### config.mk
export PLATFORM = sky130hd
export DESIGN_NAME = av_sync_frame_decider_top_flat
export DESIGN_NICKNAME = d
export VERILOG_FILES = /design/src/avsfd_pkg.sv /design/src/avsfd_if.sv /design/src/avsfd_front.sv /design/src/avsfd_back.sv /design/src/av_sync_frame_decider_top.sv /design/src/flat_wrapper.sv
export VERILOG_INCLUDE_DIRS = /design/src /design/src/src
export SDC_FILE = /design/constraint.sdc
export NUM_CORES = 2
export LEC_CHECK = 0
export BUFFER_PORTS_ARGS = -buffer_cell sky130_fd_sc_hd__buf_2
export CORE_ASPECT_RATIO = 1.5
export CORE_MARGIN = 5
export CORE_UTILIZATION = 55
export CTS_BUF_LIST = sky130_fd_sc_hd__clkbuf_16
export DETAILED_ROUTE_END_ITERATION = 10
export GPL_TIMING_DRIVEN = 0
export PLACE_DENSITY = 0.72
export SYNTH_ARGS = -nofsm -noshare
export SYNTH_HDL_FRONTEND = slang
export SYNTH_SLANG_ARGS = --single-unit
export TNS_END_PERCENT = 5
### constraint.sdc
create_clock -name clk -period 90.1 [get_ports clk]
set_input_delay 18.02 -clock clk [delete_from_list [all_inputs] [get_ports clk]]
set_output_delay 18.02 -clock clk [all_outputs]
set_load 0.01 [all_outputs]
### src/av_sync_frame_decider_top_assert.svh
// Assertion macros for the frame decider.
`ifndef AV_SYNC_FRAME_DECIDER_TOP_ASSERT_SVH
`define AV_SYNC_FRAME_DECIDER_TOP_ASSERT_SVH

`define AVS_ASSERT_IMPL(lbl, a, c) \
  lbl: assert property (@(posedge clk) disable iff (rst) (a) |-> (c)) \
    else $error("assertion failed");

`define AVS_ASSERT_NEXT(lbl, a, c) \
  lbl: assert property (@(posedge clk) disable iff (rst) (a) |=> (c)) \
    else $error("assertion failed");

`endif

### src/avsfd_pkg.sv
package avsfd_pkg;

  localparam int COUNT_WIDTH_DEF = 32;

  localparam logic [1:0] MODE_EVAL   = 2'd0;
  localparam logic [1:0] MODE_RST_TL = 2'd1;
  localparam logic [1:0] MODE_RST_ST = 2'd2;
  localparam logic [1:0] MODE_UNUSED = 2'd3;

  localparam logic [1:0] ACT_RENDER = 2'd0;
  localparam logic [1:0] ACT_WAIT   = 2'd1;
  localparam logic [1:0] ACT_DROP   = 2'd2;

  localparam logic [2:0] REG_EARLY = 3'd0;
  localparam logic [2:0] REG_LATE  = 3'd1;
  localparam logic [2:0] REG_JUMP  = 3'd2;
  localparam logic [2:0] REG_BACK  = 3'd3;
  localparam logic [2:0] REG_ALIGN = 3'd4;

  typedef struct packed {
    logic [1:0]  mode;
    logic [63:0] video_time;
    logic [63:0] audio_time;
    logic        audio_present;
  } in_item_t;

  typedef struct packed {
    logic [1:0]  action;
    logic        synced;
    logic        rebuilt;
    logic [63:0] av_delta;
    logic [63:0] mean_delta;
    logic [62:0] peak_delta;
    logic [31:0] total_count;
    logic [31:0] render_count;
    logic [31:0] wait_count;
    logic [31:0] drop_count;
    logic [31:0] unsync_count;
    logic [31:0] rebuild_count;
  } out_item_t;

  typedef struct packed {
    logic [31:0] early_threshold;
    logic [31:0] late_threshold;
    logic [31:0] jump_threshold;
    logic [31:0] backward_threshold;
    logic        align_first;
  } cfg_t;

  // Classified work handed from front to back.
  typedef struct packed {
    logic [1:0]  mode;
    logic        present;
    logic [63:0] video_time;
    logic [63:0] audio_time;
    logic [63:0] raw;
  } work_t;

endpackage

### src/avsfd_if.sv
interface avsfd_in_if;
  logic               valid;
  logic               ready;
  avsfd_pkg::in_item_t data;
  modport source(output valid, output data, input ready);
  modport sink(input valid, input data, output ready);
endinterface

interface avsfd_out_if;
  logic                valid;
  logic                ready;
  avsfd_pkg::out_item_t data;
  modport source(output valid, output data, input ready);
  modport sink(input valid, input data, output ready);
endinterface

### src/avsfd_front.sv
module avsfd_front (
  input  logic                clk,
  input  logic                rst,
  avsfd_in_if.sink            in_ch,
  output logic                q_valid,
  input  logic                q_ready,
  output avsfd_pkg::work_t    q_data
);

  avsfd_pkg::work_t slot [2];
  logic [1:0] cnt;
  logic       wr_ptr;
  logic       rd_ptr;
  logic       push;
  logic       pop;
  avsfd_pkg::work_t w;

  // Unused mode three is dropped here and never reaches the back.
  always_comb begin
    w.mode          = in_ch.data.mode;
    w.present       = in_ch.data.audio_present;
    w.video_time    = in_ch.data.video_time;
    w.audio_time    = in_ch.data.audio_time;
    w.raw           = in_ch.data.video_time - in_ch.data.audio_time;
  end

  assign in_ch.ready = (cnt != 2'd2);
  assign push = in_ch.valid && in_ch.ready && (in_ch.data.mode != avsfd_pkg::MODE_UNUSED);
  assign pop = q_valid && q_ready;
  assign q_valid = (cnt != 2'd0);
  assign q_data = slot[rd_ptr];

  always_ff @(posedge clk) begin
    if (push) begin
      slot[wr_ptr] <= w;
    end
    if (rst) begin
      cnt <= 2'd0;
      wr_ptr <= 1'b0;
      rd_ptr <= 1'b0;
    end else begin
      if (push) wr_ptr <= ~wr_ptr;
      if (pop) rd_ptr <= ~rd_ptr;
      cnt <= cnt + {1'b0, push} - {1'b0, pop};
    end
  end

endmodule

### src/avsfd_back.sv
module avsfd_back #(
  parameter int COUNT_WIDTH = avsfd_pkg::COUNT_WIDTH_DEF
) (
  input  logic             clk,
  input  logic             rst,
  input  avsfd_pkg::cfg_t  cfg,
  input  logic             cfg_wr,
  input  logic             q_valid,
  output logic             q_ready,
  input  avsfd_pkg::work_t q_data,
  avsfd_out_if.source      out_ch
);

  localparam int CW = COUNT_WIDTH;

  logic        tl_valid;
  logic [63:0] tl_offset;
  logic [63:0] prev_video;
  logic [63:0] prev_audio;
  logic [63:0] prev_raw;
  logic        mean_valid;
  logic [63:0] mean_store;
  logic [62:0] peak_store;
  logic [CW-1:0] c_total, c_render, c_wait, c_drop, c_unsync, c_rebuild;

  // Stage one registers.
  logic        s1;
  avsfd_pkg::work_t w1;
  logic        rb1;
  logic        build1;

  logic        take;
  logic        fire2;
  logic        out_free;

  logic [63:0] chg;
  logic        back_v, back_a, jump, need_rb;
  logic [63:0] offs, delta, dif, q, mag, mean_next;
  logic [62:0] pk;
  logic [1:0]  act;

  assign out_free = !out_ch.valid || out_ch.ready;
  // The next item is taken only once the held one has updated the state.
  assign q_ready = !s1;
  assign take = q_valid && q_ready;
  assign fire2 = s1 && out_free;

  // First step: discontinuity checks against current timeline state.
  always_comb begin
    chg = ($signed(q_data.raw) < $signed(prev_raw)) ? prev_raw - q_data.raw
                                                   : q_data.raw - prev_raw;
    back_v = ($signed(q_data.video_time) < $signed(prev_video)) &&
      ($signed({32'd0, cfg.backward_threshold}) < $signed(prev_video - q_data.video_time));
    back_a = ($signed(q_data.audio_time) < $signed(prev_audio)) &&
      ($signed({32'd0, cfg.backward_threshold}) < $signed(prev_audio - q_data.audio_time));
    jump = $signed({32'd0, cfg.jump_threshold}) < $signed(chg);
    need_rb = tl_valid && (back_v || back_a || jump);
  end

  // Second step: decision and statistics.
  always_comb begin
    offs = build1 ? (cfg.align_first ? w1.raw : 64'd0) : tl_offset;
    delta = w1.raw - offs;
    if ($signed({32'd0, cfg.early_threshold}) < $signed(delta)) begin
      act = avsfd_pkg::ACT_WAIT;
    end else if ($signed(delta) < $signed(64'd0 - {32'd0, cfg.late_threshold})) begin
      act = avsfd_pkg::ACT_DROP;
    end else begin
      act = avsfd_pkg::ACT_RENDER;
    end
    dif = delta - mean_store;
    q = dif[63] ? 64'd0 - ((64'd0 - dif) >> 3) : dif >> 3;
    mean_next = (mean_valid && !build1) ? mean_store + q : delta;
    mag = delta[63] ? 64'd0 - delta : delta;
    pk = (delta[63] && mag[63]) ? {63{1'b1}} : mag[62:0];
  end

  always_ff @(posedge clk) begin
    if (take) begin
      w1 <= q_data;
      rb1 <= need_rb;
      build1 <= !tl_valid || need_rb;
    end
    if (rst) begin
      s1 <= 1'b0;
      out_ch.valid <= 1'b0;
      tl_valid <= 1'b0;
      tl_offset <= '0;
      prev_video <= '0;
      prev_audio <= '0;
      prev_raw <= '0;
      mean_valid <= 1'b0;
      mean_store <= '0;
      peak_store <= '0;
      c_total <= '0; c_render <= '0; c_wait <= '0;
      c_drop <= '0; c_unsync <= '0; c_rebuild <= '0;
    end else begin
      out_ch.valid <= (out_ch.valid && !out_ch.ready) ||
                      (fire2 && w1.mode == avsfd_pkg::MODE_EVAL);
      if (fire2) s1 <= 1'b0;
      if (take) s1 <= 1'b1;
      if (cfg_wr) begin
        tl_valid <= 1'b0; tl_offset <= '0; prev_video <= '0;
        prev_audio <= '0; prev_raw <= '0; mean_valid <= 1'b0;
      end
      if (fire2) begin
        unique case (w1.mode)
          avsfd_pkg::MODE_RST_TL: begin
            tl_valid <= 1'b0; tl_offset <= '0; prev_video <= '0;
            prev_audio <= '0; prev_raw <= '0; mean_valid <= 1'b0;
          end
          avsfd_pkg::MODE_RST_ST: begin
            c_total <= '0; c_render <= '0; c_wait <= '0;
            c_drop <= '0; c_unsync <= '0; c_rebuild <= '0;
            mean_store <= '0; peak_store <= '0; mean_valid <= 1'b0;
          end
          default: begin
            out_ch.data.synced <= w1.present;
            out_ch.data.rebuilt <= w1.present && rb1;
            out_ch.data.total_count <= 32'(c_total + 1'b1);
            c_total <= c_total + 1'b1;
            if (!w1.present) begin
              out_ch.data.action <= avsfd_pkg::ACT_RENDER;
              out_ch.data.av_delta <= '0;
              out_ch.data.mean_delta <= mean_store;
              out_ch.data.peak_delta <= peak_store;
              out_ch.data.render_count <= 32'(c_render + 1'b1);
              out_ch.data.unsync_count <= 32'(c_unsync + 1'b1);
              out_ch.data.wait_count <= 32'(c_wait);
              out_ch.data.drop_count <= 32'(c_drop);
              out_ch.data.rebuild_count <= 32'(c_rebuild);
              c_render <= c_render + 1'b1;
              c_unsync <= c_unsync + 1'b1;
            end else begin
              out_ch.data.action <= act;
              out_ch.data.av_delta <= delta;
              out_ch.data.mean_delta <= mean_next;
              out_ch.data.peak_delta <= (pk > peak_store) ? pk : peak_store;
              out_ch.data.unsync_count <= 32'(c_unsync);
              out_ch.data.rebuild_count <= 32'(rb1 ? c_rebuild + 1'b1 : c_rebuild);
              out_ch.data.render_count <=
                32'(act == avsfd_pkg::ACT_RENDER ? c_render + 1'b1 : c_render);
              out_ch.data.wait_count <=
                32'(act == avsfd_pkg::ACT_WAIT ? c_wait + 1'b1 : c_wait);
              out_ch.data.drop_count <=
                32'(act == avsfd_pkg::ACT_DROP ? c_drop + 1'b1 : c_drop);
              if (rb1) c_rebuild <= c_rebuild + 1'b1;
              if (act == avsfd_pkg::ACT_RENDER) c_render <= c_render + 1'b1;
              if (act == avsfd_pkg::ACT_WAIT) c_wait <= c_wait + 1'b1;
              if (act == avsfd_pkg::ACT_DROP) c_drop <= c_drop + 1'b1;
              mean_store <= mean_next;
              mean_valid <= 1'b1;
              if (pk > peak_store) peak_store <= pk;
              tl_valid <= 1'b1;
              tl_offset <= offs;
              prev_video <= w1.video_time;
              prev_audio <= w1.audio_time;
              prev_raw <= w1.raw;
            end
          end
        endcase
      end
    end
  end

endmodule

### src/av_sync_frame_decider_top.sv
// Audio-video frame decider.
// Items enter on in_ch (valid/ready) carrying a mode, video and audio
// timestamps and an audio-present flag. An evaluate item gives one result
// item on out_ch with the action, the corrected delta and the statistics
// after that frame; reset-timeline and reset-statistics items give none.
// A front stage works out the raw delta and places the item in a two-entry
// queue. The back stage checks for discontinuities in its first step and
// decides and updates the statistics in its second, registering the result.
// An item passes the queue, the stage-one and the result registers. The
// back stage holds one item at a time and takes no new one until the held
// one has updated the state. When out_ch stalls the result register holds,
// the back stage waits and the queue fills, after which in_ch ready falls.
// Reset (rst, synchronous) restores the register defaults, clears the
// timeline, the statistics and the queue. A write to one of the five
// APB registers also clears the timeline; writes are to be made only
// while the block is idle.
module av_sync_frame_decider_top #(
  parameter int COUNT_WIDTH = avsfd_pkg::COUNT_WIDTH_DEF
) (
  input  logic        clk,
  input  logic        rst,
  avsfd_in_if.sink    in_ch,
  avsfd_out_if.source out_ch,
  input  logic        psel,
  input  logic        penable,
  input  logic        pwrite,
  input  logic [4:0]  paddr,
  input  logic [31:0] pwdata,
  output logic [31:0] prdata,
  output logic        pready
);

  `include "av_sync_frame_decider_top_assert.svh"

  avsfd_pkg::cfg_t  cfg;
  avsfd_pkg::work_t q_data;
  logic             q_valid;
  logic             q_ready;
  logic             wr;
  logic             hit;
  logic [2:0]       idx;

  assign pready = 1'b1;
  assign idx = paddr[4:2];
  assign hit = (paddr[1:0] == 2'd0) && (idx <= avsfd_pkg::REG_ALIGN);
  assign wr = psel && penable && pwrite && hit;

  always_ff @(posedge clk) begin
    if (rst) begin
      cfg.early_threshold <= 32'd40000;
      cfg.late_threshold <= 32'd80000;
      cfg.jump_threshold <= 32'd1000000;
      cfg.backward_threshold <= 32'd500000;
      cfg.align_first <= 1'b1;
    end else if (wr) begin
      unique case (idx)
        avsfd_pkg::REG_EARLY: cfg.early_threshold <= pwdata;
        avsfd_pkg::REG_LATE: cfg.late_threshold <= pwdata;
        avsfd_pkg::REG_JUMP: cfg.jump_threshold <= pwdata;
        avsfd_pkg::REG_BACK: cfg.backward_threshold <= pwdata;
        default: cfg.align_first <= pwdata[0];
      endcase
    end
  end

  always_comb begin
    case (idx)
      avsfd_pkg::REG_EARLY: prdata = cfg.early_threshold;
      avsfd_pkg::REG_LATE: prdata = cfg.late_threshold;
      avsfd_pkg::REG_JUMP: prdata = cfg.jump_threshold;
      avsfd_pkg::REG_BACK: prdata = cfg.backward_threshold;
      avsfd_pkg::REG_ALIGN: prdata = {31'd0, cfg.align_first};
      default: prdata = 32'd0;
    endcase
  end

  avsfd_front u_front (
    .clk(clk), .rst(rst), .in_ch(in_ch),
    .q_valid(q_valid), .q_ready(q_ready), .q_data(q_data)
  );

  avsfd_back #(.COUNT_WIDTH(COUNT_WIDTH)) u_back (
    .clk(clk), .rst(rst), .cfg(cfg), .cfg_wr(wr),
    .q_valid(q_valid), .q_ready(q_ready), .q_data(q_data), .out_ch(out_ch)
  );

  `AVS_ASSERT_IMPL(a_action_code, out_ch.valid,
    out_ch.data.action == avsfd_pkg::ACT_RENDER || out_ch.data.action == avsfd_pkg::ACT_WAIT ||
    out_ch.data.action == avsfd_pkg::ACT_DROP)
  `AVS_ASSERT_IMPL(a_unsync_render, out_ch.valid && !out_ch.data.synced,
    out_ch.data.action == avsfd_pkg::ACT_RENDER && !out_ch.data.rebuilt)
  `AVS_ASSERT_NEXT(a_out_hold, out_ch.valid && !out_ch.ready,
    out_ch.valid && $stable(out_ch.data))

endmodule

### src/flat_wrapper.sv
// flat-port wrapper written by rule: the top's interface ports become plain ports
module av_sync_frame_decider_top_flat 
#(
  parameter int COUNT_WIDTH = avsfd_pkg::COUNT_WIDTH_DEF
)
  (clk, rst, psel, penable, pwrite, paddr, pwdata, prdata, pready, in_ch_valid, in_ch_data, in_ch_ready, out_ch_valid, out_ch_data, out_ch_ready);
  avsfd_in_if in_ch_i ();
  avsfd_out_if out_ch_i ();
  input  logic clk;
  input  logic rst;
  input  logic psel;
  input  logic penable;
  input  logic pwrite;
  input  logic [4:0] paddr;
  input  logic [31:0] pwdata;
  output logic [31:0] prdata;
  output logic pready;
  input wire logic [$bits(in_ch_i.valid)-1:0] in_ch_valid;
  input wire logic [$bits(in_ch_i.data)-1:0] in_ch_data;
  output wire logic [$bits(in_ch_i.ready)-1:0] in_ch_ready;
  output wire logic [$bits(out_ch_i.valid)-1:0] out_ch_valid;
  output wire logic [$bits(out_ch_i.data)-1:0] out_ch_data;
  input wire logic [$bits(out_ch_i.ready)-1:0] out_ch_ready;
  assign in_ch_i.valid = in_ch_valid;
  assign in_ch_i.data = in_ch_data;
  assign in_ch_ready = in_ch_i.ready;
  assign out_ch_valid = out_ch_i.valid;
  assign out_ch_data = out_ch_i.data;
  assign out_ch_i.ready = out_ch_ready;
  av_sync_frame_decider_top #(.COUNT_WIDTH(COUNT_WIDTH)) u_core (.clk(clk), .rst(rst), .in_ch(in_ch_i), .out_ch(out_ch_i), .psel(psel), .penable(penable), .pwrite(pwrite), .paddr(paddr), .pwdata(pwdata), .prdata(prdata), .pready(pready));
endmodule
Yosys cells after proc, flatten, opt, wreduce, memory -nomap -nowiden
Memories as Yosys holds them, arrays and structs flattened. A register that Yosys moved wholly into a read port is not among the register bits. Index checks and enable logic that the tools add are counted.

RAM bits: 390. Latch bits: 0. ROM bits: 0. Register bits after elaboration: 1296. Memories: 1.

Memories: u_core.u_front.slot (words 2, bits a word 195, rd ports 1, clocked after memory_dff 1, write ports 1, RTL line avsfd_front.sv:10) `avsfd_pkg::work_t slot [2];`.

Reduce and logical (&&, ||, !) cells: 44. Multiply operators: 0. Eq/ne operators: 11. Add/sub/neg operators: 20. Divide/modulo/power cells: 0. Bitwise gates (word level): 6. Multiplexer cells: 62. Order comparisons: 10. Shift operators: 0.

Operators with widths (number): 64-bit 2-to-1 mux (19); 64-bit one-hot mux with 2 select lines (5); 64-bit subtractor (7); 32-bit one-hot mux with 2 select lines (6); 32-bit 2-to-1 mux (9); 33-bit by 64-bit less-than comparator with 1-bit output (4); 32-bit by 1-bit adder with 32-bit output (second input constant) (6); 64-bit less-than comparator (3); 63-bit 2-to-1 mux (3); 160-bit 2-to-1 mux (1); 32-bit one-hot mux with 5 select lines (1); 1-bit by 64-bit subtractor with 64-bit output (first input constant) (2); 127-bit 2-to-1 mux (1); 63-bit one-hot mux with 2 select lines (1); 64-bit adder (1); 64-bit by 33-bit less-than comparator with 1-bit output (1); 63-bit greater-than comparator (1); 1-bit by 61-bit subtractor with 62-bit output (first input constant) (1); 1-bit by 32-bit subtractor with 33-bit output (first input constant) (1); 1-bit logical AND (16); 1-bit 2-to-1 mux (13); 2-bit AND reduction (6); 3-bit AND reduction (3); 3-bit by 2-bit equality test with 1-bit output (second input constant) (2); 19 further kinds (40).

Depth between registers and ports, before layout
Depth after elaboration: 11. Depth in mapped cells: 54. Mapped depth without buffers: 48.

Cells and area by module
Synthesis repeated with hierarchy kept, for this count alone.

Cells, all modules: 12447. Area, all modules: 111695.9 um^2.

By module, submodules not included: avsfd_back (area each 87290.0 um^2, seq. area each 29127.9 um^2, cells an instance 10593, times used 1); avsfd_front (area each 18142.4 um^2, seq. area each 11811.3 um^2, cells an instance 1255, times used 1); av_sync_frame_decider_top (area each 6263.5 um^2, seq. area each 2582.5 um^2, cells an instance 599, times used 1).

Worst setup path after synthesis
No wires, ideal clock.

Path type: input-to-reg. Start point: in rst. End point: reg u_core.u_back.out_ch.data[0] (netlist name). Buffers on the path: 2. Stages: 3. Path slack: 43.832 ns. Data required time: 88.490 ns. Arrival: 44.658 ns. Cell sequence: clkbuf_1 clkbuf_1 nor3_1.

Longest elaborated chain between the ends: 2.

RTL lines: start, declared (RTL line flat_wrapper.sv:10) `input logic rst;`; 1-bit inverter (no source line); 3-bit AND reduction (no source line).

Every way passes these cells. A chain may end at the register's enable or synchronous reset.

Worst setup path in the final report
Start point: in paddr[4]. End point: out prdata[30].

Longest elaborated chain between the ends: 2. Elaborated cells on any way between the ends: 6.

RTL lines: start, declared (RTL line flat_wrapper.sv:14) `input logic [4:0] paddr;`; 3-bit equality test, or another cell as far along (RTL line av_sync_frame_decider_top.sv:67) `case (idx)`; 32-bit one-hot mux with 5 select lines * (RTL line av_sync_frame_decider_top.sv:67); end, declared (RTL line flat_wrapper.sv:16) `output logic [31:0] prdata;`.

Mark *: on every way between the ends. The rest lies on a longest branch, timed or not.

==> impl_results.md <==
- IO Port Bufs: 594
- Startpoint of the most critical register-to-register path: u_core.u_back.build1
- Initial antenna violation count: 27
- First-pass DRT Iterations: 9
- Critical Path RT: 72.08 ns
- Total overflow reported by the global router: 0
- TritonCTS Buffers: 172
- Unrepaired setup endpoints after global routing: no
- Post-synthesis cell type count: 113
- DRC violations left: 0
- Final-stage net count: 14,000
- Worst R2R Setup Slack: 71.27 ns
- Resized Gates After CTS: 0
- Yosys Warn Count: 0
- Final Hold Vio Count: 0
- Top FF cell, synth: sky130_fd_sc_hd__edfxtp_1
- Total area of multi-input combinational cells: 60,000 µm²
- Buffer cell driving the clock tree root: sky130_fd_sc_hd__clkbuf_16
- Weighted congestion reported at the end of routability-driven placement: 1.08
- Io pins: 597
- Number of standard cells after synthesis: 12,100
- R2R cell count: 49
- Routed wire length: 426 mm
- Slew Limit Fails: 7
- Largest net degree at the start of global routing: 35
- Number of fill cells: 16,900
- Final setup TNS: 0 ns
- Die width: 373 µm
- Max-capacitance violation count: 2
- CTS clk-pin slew, worst paths: 0.06 ns
- Worst hold path class: reg2reg
- Tmin final: 38.35 ns
- Number of failing setup endpoints in the final timing report: 0
- Data arrival time of the critical path: 20.33 ns
- Core area: 196,000 µm²
- Worst Setup End Kind: output pin
- Initial detailed-routing violation count: 9,683
- P&R area growth vs syn: 12.3%
- Fraction of final layout cells with drive strength greater than 1: 0.0871
- Mapped Nets: 13,200
- Post-synth ARST share: 0
- Hold buffer count at CTS: 0
- Flip-flop and latch area: 43,500 µm²
- Endpoint of the worst hold-timing path: u_core.u_back.tl_offset[52]
- Clock skew after layout: 0.0622 ns
- Via count of the first global-routing pass: 96,600
- Maximum count of clock buffers along a single path: 4
- Failing checks: capacitance limit, slew limit
- Critical path peak fanout: 10
- Floorplan die area: 207,000 µm²
- Clk sink count: 1,687
- Highest Clock Rate: 26.1 MHz
- Number of rows created at floorplan: 199
- Slew HR: -0.0528
- Netlist area before placement: 109,000 µm²
- Worst reg2reg endpoint: u_core.u_back.out_ch.data[317]
- Kind of critical path: in2out
- Hold Path Cell Cnt: 2
- Total via count after detailed routing: 99,000
- Overall global routing resource usage: 0.393
- Initial Utilization: 0.553
- Start point of the worst hold path: u_core.u_back.tl_offset[52]
- Fraction of the cycle the final worst path needs: 0.426
- Routed length per placed instance: 27.1 µm
- Flip-flop and latch count after synthesis: 1,687
- HPWL after detailed placement: 343 mm
- Die outline height: 554 µm
- Count of nets left with antenna violations after detail routing: 0
- Worst setup startpoint: paddr[4]
- First-pass GRT wire length: 615 mm
- Startpoint kind of the worst setup timing path: input port
- Skew-Pair Late Insertion Delay: 0.90 ns
- Post-Syn Area per Cell: 8.98 µm²
- EDFF count, synth: 974
- Setup repair bufs after CTS: 0
- Number of levels in the clock H-tree: 4
- Worst Max-Slew Pin Slew: 1.57 ns
- Run status: complete, but fails checks
- Fraction of the yosys area taken by sequential cells: 0.401
- Clock tree from TritonCTS: yes
- Average vias per placed instance: 6.30
layout make-up:
cell class,count,share of cell area
sequential,1687,0.357
multi-input combinational,8992,0.492
antenna,23,0.000472
inverter,802,0.0247
clock buffer,177,0.0363
tap,2613,0.0268
buffer,610,0.0193
clock inverter,131,0.00982
timing repair buffer,673,0.0335
Yosys cell counts (33+ instances only):
| master | number | share of area |
|---|---|---|
| sky130_fd_sc_hd__a22oi_1 | 328 | 0.023 |
| sky130_fd_sc_hd__or3_1 | 64 | 0.0037 |
| sky130_fd_sc_hd__a31oi_1 | 184 | 0.011 |
| sky130_fd_sc_hd__or2_2 | 42 | 0.0024 |
| sky130_fd_sc_hd__o21ai_0 | 604 | 0.028 |
| sky130_fd_sc_hd__a22o_1 | 63 | 0.0051 |
| sky130_fd_sc_hd__a21o_1 | 377 | 0.026 |
| sky130_fd_sc_hd__xnor2_1 | 449 | 0.036 |
| sky130_fd_sc_hd__dfxtp_1 | 713 | 0.13 |
| sky130_fd_sc_hd__nor3_1 | 160 | 0.0074 |
| sky130_fd_sc_hd__and3_1 | 170 | 0.0098 |
| sky130_fd_sc_hd__xor2_1 | 246 | 0.020 |
| sky130_fd_sc_hd__a211oi_1 | 67 | 0.0046 |
| sky130_fd_sc_hd__nand4_1 | 205 | 0.012 |
| sky130_fd_sc_hd__inv_1 | 799 | 0.028 |
| sky130_fd_sc_hd__nand3_1 | 218 | 0.010 |
| sky130_fd_sc_hd__o211ai_1 | 57 | 0.0039 |
| sky130_fd_sc_hd__and4_1 | 40 | 0.0032 |
| sky130_fd_sc_hd__o21a_1 | 115 | 0.0080 |
| sky130_fd_sc_hd__nor2b_1 | 172 | 0.0099 |
| sky130_fd_sc_hd__nand2_1 | 969 | 0.033 |
| sky130_fd_sc_hd__and2_1 | 105 | 0.0060 |
| sky130_fd_sc_hd__nand3b_1 | 43 | 0.0030 |
| sky130_fd_sc_hd__ha_1 | 892 | 0.10 |
| sky130_fd_sc_hd__edfxtp_1 | 974 | 0.27 |
| sky130_fd_sc_hd__nor4_1 | 43 | 0.0025 |
| sky130_fd_sc_hd__o21bai_1 | 108 | 0.0075 |
| sky130_fd_sc_hd__buf_1 | 63 | 0.0022 |
| sky130_fd_sc_hd__nor2_1 | 1213 | 0.042 |
| sky130_fd_sc_hd__o31ai_1 | 71 | 0.0049 |
| sky130_fd_sc_hd__a41oi_1 | 33 | 0.0027 |
| sky130_fd_sc_hd__clkbuf_1 | 529 | 0.018 |
| sky130_fd_sc_hd__mux2i_1 | 243 | 0.022 |
| sky130_fd_sc_hd__nand2b_1 | 104 | 0.0060 |
| sky130_fd_sc_hd__a21oi_1 | 1095 | 0.050 |
flip-flops by register name, summed over array words and instances, names as in the netlist, 2 cells and up, named ones only:
register,cells
u_core.u_front.slot,390
u_core.u_back.out_ch.data,387
u_core.u_back.w1,195
u_core.cfg,129
u_core.u_back.mean_store,64
u_core.u_back.prev_audio,64
u_core.u_back.prev_raw,64
u_core.u_back.prev_video,64
u_core.u_back.tl_offset,64
u_core.u_back.peak_store,63
u_core.u_back.c_drop,32
u_core.u_back.c_rebuild,32
u_core.u_back.c_render,32
u_core.u_back.c_total,32
u_core.u_back.c_unsync,32
u_core.u_back.c_wait,32
u_core.u_front.cnt,2
placed cells by master (no fill, tap or decap), drive strengths merged, types with 33 or more instances in the layout:
master	Yosys	routed
a211oi	71	71
a21o	377	377
a21oi	1095	1095
a22o	63	63
a22oi	328	328
a31oi	185	185
a41oi	33	33
and2	112	112
and3	170	170
and4	40	40
buf	80	752
clkbuf	530	708
clkinv	3	65
dfxtp	713	713
edfxtp	974	974
ha	892	892
inv	799	839
mux2i	243	243
nand2	970	970
nand2b	104	104
nand3	218	218
nand3b	44	44
nand4	206	206
nor2	1213	1213
nor2b	172	172
nor3	163	163
nor4	48	48
o211ai	57	57
o21a	116	116
o21ai	619	619
o21bai	108	108
o31ai	73	73
or2	44	44
or3	64	64
xnor2	449	449
xor2	246	246
cell families after synthesis:
group / Yosys count / synth area share
AO/OA/AOI/OAI: 3466 / 0.204
adder cells (fa/ha/maj): 901 / 0.104
AND/OR/NAND/NOR: 3661 / 0.160
buffers and inverters: 1412 / 0.0492
XOR/XNOR: 696 / 0.0563
multiplexers: 267 / 0.0250
flip-flops: 1687 / 0.401
other: 1 / 0.0000345
layer usage:
metal / global-route usage / routed length, µm / share of wire
met1: 0.406 / 143000 / 0.34
met2: 0.681 / 204000 / 0.48
met3: 0.0641 / 29600 / 0.069
met4: 0.367 / 49200 / 0.12
met5: 0 / 63 / 0.00015
per-stage QoR:
stage	cell area [µm²]	worst slack, ns	hold WS (ns)	utilization	instances
6_report	122000	51.75	0.479	0.621	15700
5_1_grt	122000	51.75	0.504	0.621	15700
4_1_cts	122000	51.88	0.478	0.621	15700
3_5_place_dp	116000	51.88	0.465	0.592	15400
3_3_place_gp	115000	34.09	0.455	0.585	15300
2_1_floorplan	109000	43.83	0.446	-	12100
worst max path at each step:
stage	endpoint	slack (ns)	cells past startpoint
6_report	prdata[30]	51.75	6
5_1_grt	prdata[30]	51.75	6
2_1_floorplan	u_core.u_back.out_ch.data[0]	43.83	3
3_5_place_dp	prdata[30]	51.88	6
4_1_cts	prdata[30]	51.88	6
3_3_place_gp	u_core.u_back.out_ch.data[334]	34.09	4
critical path, cell delays in order:
cell and delay [ns]:
sky130_fd_sc_hd__clkbuf_1 0.20, sky130_fd_sc_hd__nor3b_1 0.89, sky130_fd_sc_hd__clkbuf_1 0.53, sky130_fd_sc_hd__a22oi_1 0.22, sky130_fd_sc_hd__nand2_1 0.27, sky130_fd_sc_hd__buf_2 0.19
Power is not shown: default switching activity piles up to over one toggle a cycle in this logic, so the estimate is an artifact.
